$ cat src/rtl/core/gbc_pkg.sv
// Shared types and constants for the two-coloring check block.
package gbc_pkg;

  localparam int unsigned OpW      = 2;
  localparam int unsigned CountW   = 9;
  localparam int unsigned NodeW    = 8;
  localparam int unsigned MinNodes = 2;

  typedef enum logic [OpW-1:0] {
    OP_START  = 2'd0,
    OP_EDGE   = 2'd1,
    OP_FINISH = 2'd2,
    OP_NONE   = 2'd3
  } op_e;

  typedef enum logic [3:0] {
    ST_IDLE,
    ST_CLR,
    ST_E_RDA,
    ST_E_WRA,
    ST_E_WRB,
    ST_F_INIT,
    ST_F_SEEK,
    ST_F_POP,
    ST_F_POPW,
    ST_F_ROW,
    ST_F_SCAN,
    ST_F_CHK,
    ST_F_DONE
  } state_e;

  typedef struct packed {
    logic take_item;
    logic cnt_clr;
    logic adj_clr_row;
    logic edge_rd_a;
    logic edge_wr_a;
    logic edge_wr_b;
    logic vis_clr;
    logic seed;
    logic s_inc;
    logic pop;
    logic row_rd;
    logic row_load;
    logic w_visit;
    logic w_chk_rd;
    logic w_inc;
    logic set_fail;
    logic out_load;
  } cmd_t;

  typedef struct packed {
    op_e  op;
    logic edge_ok;
    logic n_small;
    logic s_end;
    logic s_vis;
    logic q_empty;
    logic w_end;
    logic w_bit;
    logic w_vis;
    logic color_eq;
    logic out_free;
  } status_t;

endpackage

$ cat src/rtl/core/gbc_ctrl.sv
// Sequencer for graph load, adjacency clear and breadth-first coloring.
module gbc_ctrl import gbc_pkg::*; (
  input  logic    clk_i,
  input  logic    rst_ni,
  input  logic    in_valid_i,
  output logic    in_ready_o,
  input  status_t status_i,
  output cmd_t    cmd_o
);

  state_e state_q, state_d;

  always_ff @(posedge clk_i or negedge rst_ni) begin
    if (!rst_ni) begin
      state_q <= ST_IDLE;
    end else begin
      state_q <= state_d;
    end
  end

  always_comb begin
    state_d    = state_q;
    cmd_o      = '0;
    in_ready_o = 1'b0;
    unique case (state_q)
      ST_IDLE: begin
        in_ready_o = 1'b1;
        if (in_valid_i) begin
          unique case (status_i.op)
            OP_START: begin
              cmd_o.take_item = 1'b1;
              cmd_o.cnt_clr   = 1'b1;
              state_d         = ST_CLR;
            end
            OP_EDGE: begin
              cmd_o.take_item = 1'b1;
              if (status_i.edge_ok) state_d = ST_E_RDA;
            end
            OP_FINISH: state_d = ST_F_INIT;
            default: ;
          endcase
        end
      end
      ST_CLR: begin
        if (status_i.s_end) state_d = ST_IDLE;
        else cmd_o.adj_clr_row = 1'b1;
      end
      ST_E_RDA: begin
        cmd_o.edge_rd_a = 1'b1;
        state_d         = ST_E_WRA;
      end
      ST_E_WRA: begin
        cmd_o.edge_wr_a = 1'b1;
        state_d         = ST_E_WRB;
      end
      ST_E_WRB: begin
        cmd_o.edge_wr_b = 1'b1;
        state_d         = ST_IDLE;
      end
      ST_F_INIT: begin
        cmd_o.vis_clr = 1'b1;
        if (status_i.n_small) begin
          cmd_o.set_fail = 1'b1;
          state_d        = ST_F_DONE;
        end else begin
          state_d = ST_F_SEEK;
        end
      end
      ST_F_SEEK: begin
        if (status_i.s_end) begin
          state_d = ST_F_DONE;
        end else if (status_i.s_vis) begin
          cmd_o.s_inc = 1'b1;
        end else begin
          cmd_o.seed = 1'b1;
          state_d    = ST_F_POP;
        end
      end
      ST_F_POP: begin
        if (status_i.q_empty) begin
          cmd_o.s_inc = 1'b1;
          state_d     = ST_F_SEEK;
        end else begin
          cmd_o.pop = 1'b1;
          state_d   = ST_F_POPW;
        end
      end
      ST_F_POPW: begin
        cmd_o.row_rd = 1'b1;
        state_d      = ST_F_ROW;
      end
      ST_F_ROW: begin
        cmd_o.row_load = 1'b1;
        state_d        = ST_F_SCAN;
      end
      ST_F_SCAN: begin
        if (status_i.w_end) begin
          state_d = ST_F_POP;
        end else if (!status_i.w_bit) begin
          cmd_o.w_inc = 1'b1;
        end else if (!status_i.w_vis) begin
          cmd_o.w_visit = 1'b1;
        end else begin
          cmd_o.w_chk_rd = 1'b1;
          state_d        = ST_F_CHK;
        end
      end
      ST_F_CHK: begin
        if (status_i.color_eq) begin
          cmd_o.set_fail = 1'b1;
          state_d        = ST_F_DONE;
        end else begin
          cmd_o.w_inc = 1'b1;
          state_d     = ST_F_SCAN;
        end
      end
      ST_F_DONE: begin
        if (status_i.out_free) begin
          cmd_o.out_load = 1'b1;
          state_d        = ST_IDLE;
        end
      end
      default: state_d = ST_IDLE;
    endcase
  end

endmodule

$ cat config.mk
export PLATFORM = sky130hd
export DESIGN_NAME = gbc_ctrl
export DESIGN_NICKNAME = d
export VERILOG_FILES = /design/src/rtl/core/gbc_pkg.sv /design/src/rtl/core/gbc_ctrl.sv
export SDC_FILE = /design/constraint.sdc
export NUM_CORES = 1
export LEC_CHECK = 0
export BUFFER_PORTS_ARGS = -buffer_cell sky130_fd_sc_hd__buf_4
export CAP_MARGIN = 15
export CORE_MARGIN = 5
export CORE_UTILIZATION = 49
export CTS_CLUSTER_SIZE = 30
export DETAILED_ROUTE_END_ITERATION = 12
export PLACE_DENSITY = 0.84
export SETUP_SLACK_MARGIN = 0.1
export SLEW_MARGIN = 30
export SYNTH_ARGS = -nofsm -noshare
export SYNTH_HDL_FRONTEND = slang
export SYNTH_SLANG_ARGS = --single-unit
$ cat constraint.sdc
create_clock -name clk_i -period 3.6 [get_ports clk_i]
set_clock_uncertainty 0.1 [all_clocks]
set_input_delay 0.9 -clock clk_i [delete_from_list [all_inputs] [get_ports clk_i]]
set_output_delay 0.9 -clock clk_i [all_outputs]
set_load 0.05 [all_outputs]
---- After elaboration in Yosys (flattened, before gate mapping) ----
Index checks and enable logic that the tools add are counted.
storage, ports and cells
  flip-flop bits (word level) ............. 4
  latch bits .............................. 0
  RAM bits ................................ 0
  memory bits (read-only) ................. 0
  output and inout bits ................... 18
  word-level logic and storage cells ...... 75
  memories kept ........................... 0
cells by class
  add/sub/neg operators ................... 0
  multiply operators ...................... 0
  divide/modulo/power cells ............... 0
  magnitude comparators ................... 0
  equal/unequal tests ..................... 22
  shift-type cells ........................ 0
  multiplexer cells ....................... 48
  bitwise operators ....................... 0
  reductions and logical operators ........ 4
operator list
  operator                                                count
  one-hot mux 4 bit (12 select lines)                     1
  two-way mux 4 bit                                       11
  two-way mux 1 bit                                       25
  == test 4 bit (second input constant)                   5
  == test 4 x 3 -> 1 bit (second input constant)          4
  inequality test 3 bit (second input constant)           4
  one-hot mux 4 bit (3 select lines)                      1
  two-way mux 2 bit                                       5
  == test 4 x 2 -> 1 bit (second input constant)          2
  AND reduction 8 bit                                     1
  two-way mux 3 bit                                       2
  inequality test 2 bit (second input constant)           3
  one-hot mux 1 bit (2 select lines)                      3
  == test 4 x 1 -> 1 bit (second input constant)          1
  zero test 4 bit                                         1
  inequality test 4 x 1 -> 1 bit (second input constant)  1
  == test 2 x 1 -> 1 bit (second input constant)          1
  == test 2 bit (second input constant)                   1
  zero test 2 bit                                         1
  OR reduction 2 bit                                      1

---- Longest topological paths before layout ----
  depth after elaboration ................. 5
  depth in mapped cells ................... 6
  gate-level depth less buffers ........... 6

---- Least setup slack after synthesis ----
No wires, ideal clock.
  kind .................................... input to output
  from .................................... input status_i[7] in the netlist's numbering
  to ...................................... output cmd_o[9] in the netlist's numbering
  arrival time ............................ 2.455 ns
  slack ................................... 0.145 ns
  stages on the path ...................... 1
  buffers on the path ..................... 0
  path through ............................ nor4_1
on the way
  longest elaborated chain between the ends .. 2
ends and longest elaborated chain
  element            RTL line        text
  start, declared    gbc_ctrl.sv:7   input status_t status_i,
  two-way mux 2 bit  gbc_ctrl.sv:70  if (status_i.s_end) begin
  two-way mux 1 bit  gbc_ctrl.sv:25  unique case (state_q)
  end, declared      gbc_ctrl.sv:8   output cmd_t cmd_o
Every way passes these cells.

==> results.toml <==
[final_layout]
layout.cells.most_common = "buf_4"
insertedDiodeCount = 0
storage_element_area_um2 = 100
largest_register_ffs = 4
layout-area-overhead-vs-synth_pct = 36.2
multi_input_comb_area_um2 = 537
mostFrequentLayoutCells = "buf_4 (32), nor2_1 (7), nor2b_1 (6), inv_1 (6)"
reg.largest.list = "state_q (4)"
registers.top_by_ff_count = "state_q"
layout.filler_cells = 125
design.final.nets = 141
final_layout_size_suffix_gt1_frac = 0.350

[detailed_routing]
firstDrtPassIters = 4
route.final.wire_length_um = 1930
dr_total_vias = 794
route.detailed.drc = 0
drt_first_iter_violations = 15
wl_per_cell_um = 14.3
post_detailed_route_count_of_antenna_violating_nets = 0
routed_via_density = 5.88

[worst_setup_path]
critical_path.n_buffers_inverters = 1
rrSetupSlack_ns = 1.49
timing.critical_path.cells = "nand2b_1 > nor3_2 > and3_1 > buf_4"
r2r_cells = 4
timing.critical_path.fanout_max = 16
worst_r2r_startpoint = "state_q[2]"
critical_path.startpoint_type = "register"
max_stage_delay_ns = 0.66
critical-path-top-delay-family = "simple AND/OR/NAND/NOR gates"
worstPathRequired_ns = 2.60
crit_arrival_ns = 1.92
worst-setup-path-type = "reg2out"
end_kind = "output pin"
worstReg2RegEnd = "state_q[1]"
timing.critical_path.slowest_stage_cell = "dfrtp_1"

[clock_tree]
clk_root_buffer_cell = "clkbuf_4"
cts_hold_repair.buffers = 0
clkSlewWorstSetupHoldPaths_ns = 0.04
cts_max_level = 1
cts.repair_timing.setup_buffer_count = 0
cts.sinks = 4
cts_made_buffers = 3
clk_latency_ns = 0.23
ctsLongestPathBuffers = 2
cts_tree = "done"
cts.repair.resized = 0

[die]
chipWidth_um = 47.5
floorplan.initialDensity = 0.524
fp.dieH_um = 47.5
dieArea_um2 = 2260
core-area_um2 = 1320
ioPinCount = 33
fp-row-count = 13

[timing]
final_period_minus_worst_setup_slack_ns = 2.92
hold-worst-slack_ns = 0.351
finalSetupTns_ns = 0
report.final.slew_viol_count = 0
grt_setup_unrepaired = "false"
achievable-frequency_ghz = 0.343
max_slew_margin_vs_limit = 0.578
tightestPinTransition_ns = 0.634
final.period_utilization = 0.810
final-hold-violation-count = 0
report.final.setup_viol = 0

[logic_synthesis]
synthesis.area_um2 = 691
synth_top_flop_cell = "dfrtp_1"
post_synth.cell_area_avg_um2 = 7.59
synth-seq-cells = 4
yosysWarningCount = 0
synthesis.nets = 110
netlist-cell-type-count = 37
synth_edf_count = 0
synth_top_area_frac = 0.145
synth.yosys.seq_area_share = 0.145
async_flop_share = 1.00
synth_largest_area_cell = "dfrtp_1"
netlist_top_cells_area = "dfrtp_1 (14%), ha_1 (7.2%), nor2b_1 (5.4%)"
synth_cells = 91

[placed_design]
post_detail_place_hpwl_um = 1460
io_buffers = 32
place_congestion = 0.802

[outcome]
status = "completed"

[global_routing]
grt_antenna_before_repair = 0
grt_start_max_net_pins = 22
grt_overflow_total = 0
grt_pass1_wl_um = 3100
number_of_global_route_vias_before_repair = 729
grt_util_all_layers = 0.186

[power]
p_leak_nw = 0.455
vdd_drop_max_v = 0.000765
power_density_nw_per_um2 = 811

[run]
cap_violations = 0

[min_path]
hold_class = "in2async"
metrics by stage:
step / std cells / instance area (µm²) / worst slack [ns] / power, mW / utilization
3_5_place_dp: 132 / 918 / 0.789 / 0.706 / 0.697
4_1_cts: 135 / 941 / 0.699 / 0.764 / 0.714
5_1_grt: 135 / 941 / 0.508 / 0.828 / 0.714
3_3_place_gp: 132 / 918 / 0.807 / 0.703 / 0.697
2_1_floorplan: 91 / 691 / 0.145 / 0.587 / -
6_report: 135 / 941 / 0.683 / 0.763 / 0.714
area by class of cell:
type / count / area share
Tap cell: 15 / 0.0199
Clock buffer: 3 / 0.0239
Multi-Input combinational cell: 75 / 0.570
Timing Repair Buffer: 32 / 0.255
Sequential cell: 4 / 0.106
Inverter: 6 / 0.0239
Yosys cell counts (all sizes together), types with 3 or more instances:
master / instances
dfrtp: 4
nor3: 6
nor2: 7
nor3b: 3
a21oi: 3
inv: 6
o21ai: 5
ha: 4
and3: 3
clkbuf: 4
nand2: 5
nand2b: 5
nor4: 3
a211oi: 3
nor2b: 7
power breakdown:
part / switching [mW] / internal (mW) / leakage [nW]
Sequential: 0.113 / 0.0677 / 0.0499
Clock: 0.0177 / 0.0372 / 0.0138
Combinational: 0.307 / 0.221 / 0.392
Total: 0.438 / 0.326 / 0.455
kinds of logic after synthesis:
kind of cell | after synthesis | synth area share
muxes | 1 | 0.0217
buffers and inverters | 12 | 0.0779
adders and majority gates | 4 | 0.0725
AOI/OAI and AO/OA | 26 | 0.299
DFF | 4 | 0.145
xor gates and xnor gates | 1 | 0.0127
and+or+nand+nor | 43 | 0.371
layer usage:
metal  global-route usage  routed length, µm
met1                0.232                775
met2                0.326                903
met3               0.0564                247
met4               0.0161                  0
met5                    0                  0
worst max path at each step:
stage                      startpoint        end  depth (start not counted)
after detailed placement  status_i[7]  cmd_o[14]                          3
after global placement    status_i[7]  cmd_o[14]                          3
after floorplan           status_i[7]   cmd_o[9]                          1
after CTS                  state_q[3]   cmd_o[3]                          4
final                      state_q[3]   cmd_o[3]                          4
after global routing       state_q[1]   cmd_o[4]                          5
Note: power is estimated with default switching activity, not from simulation.
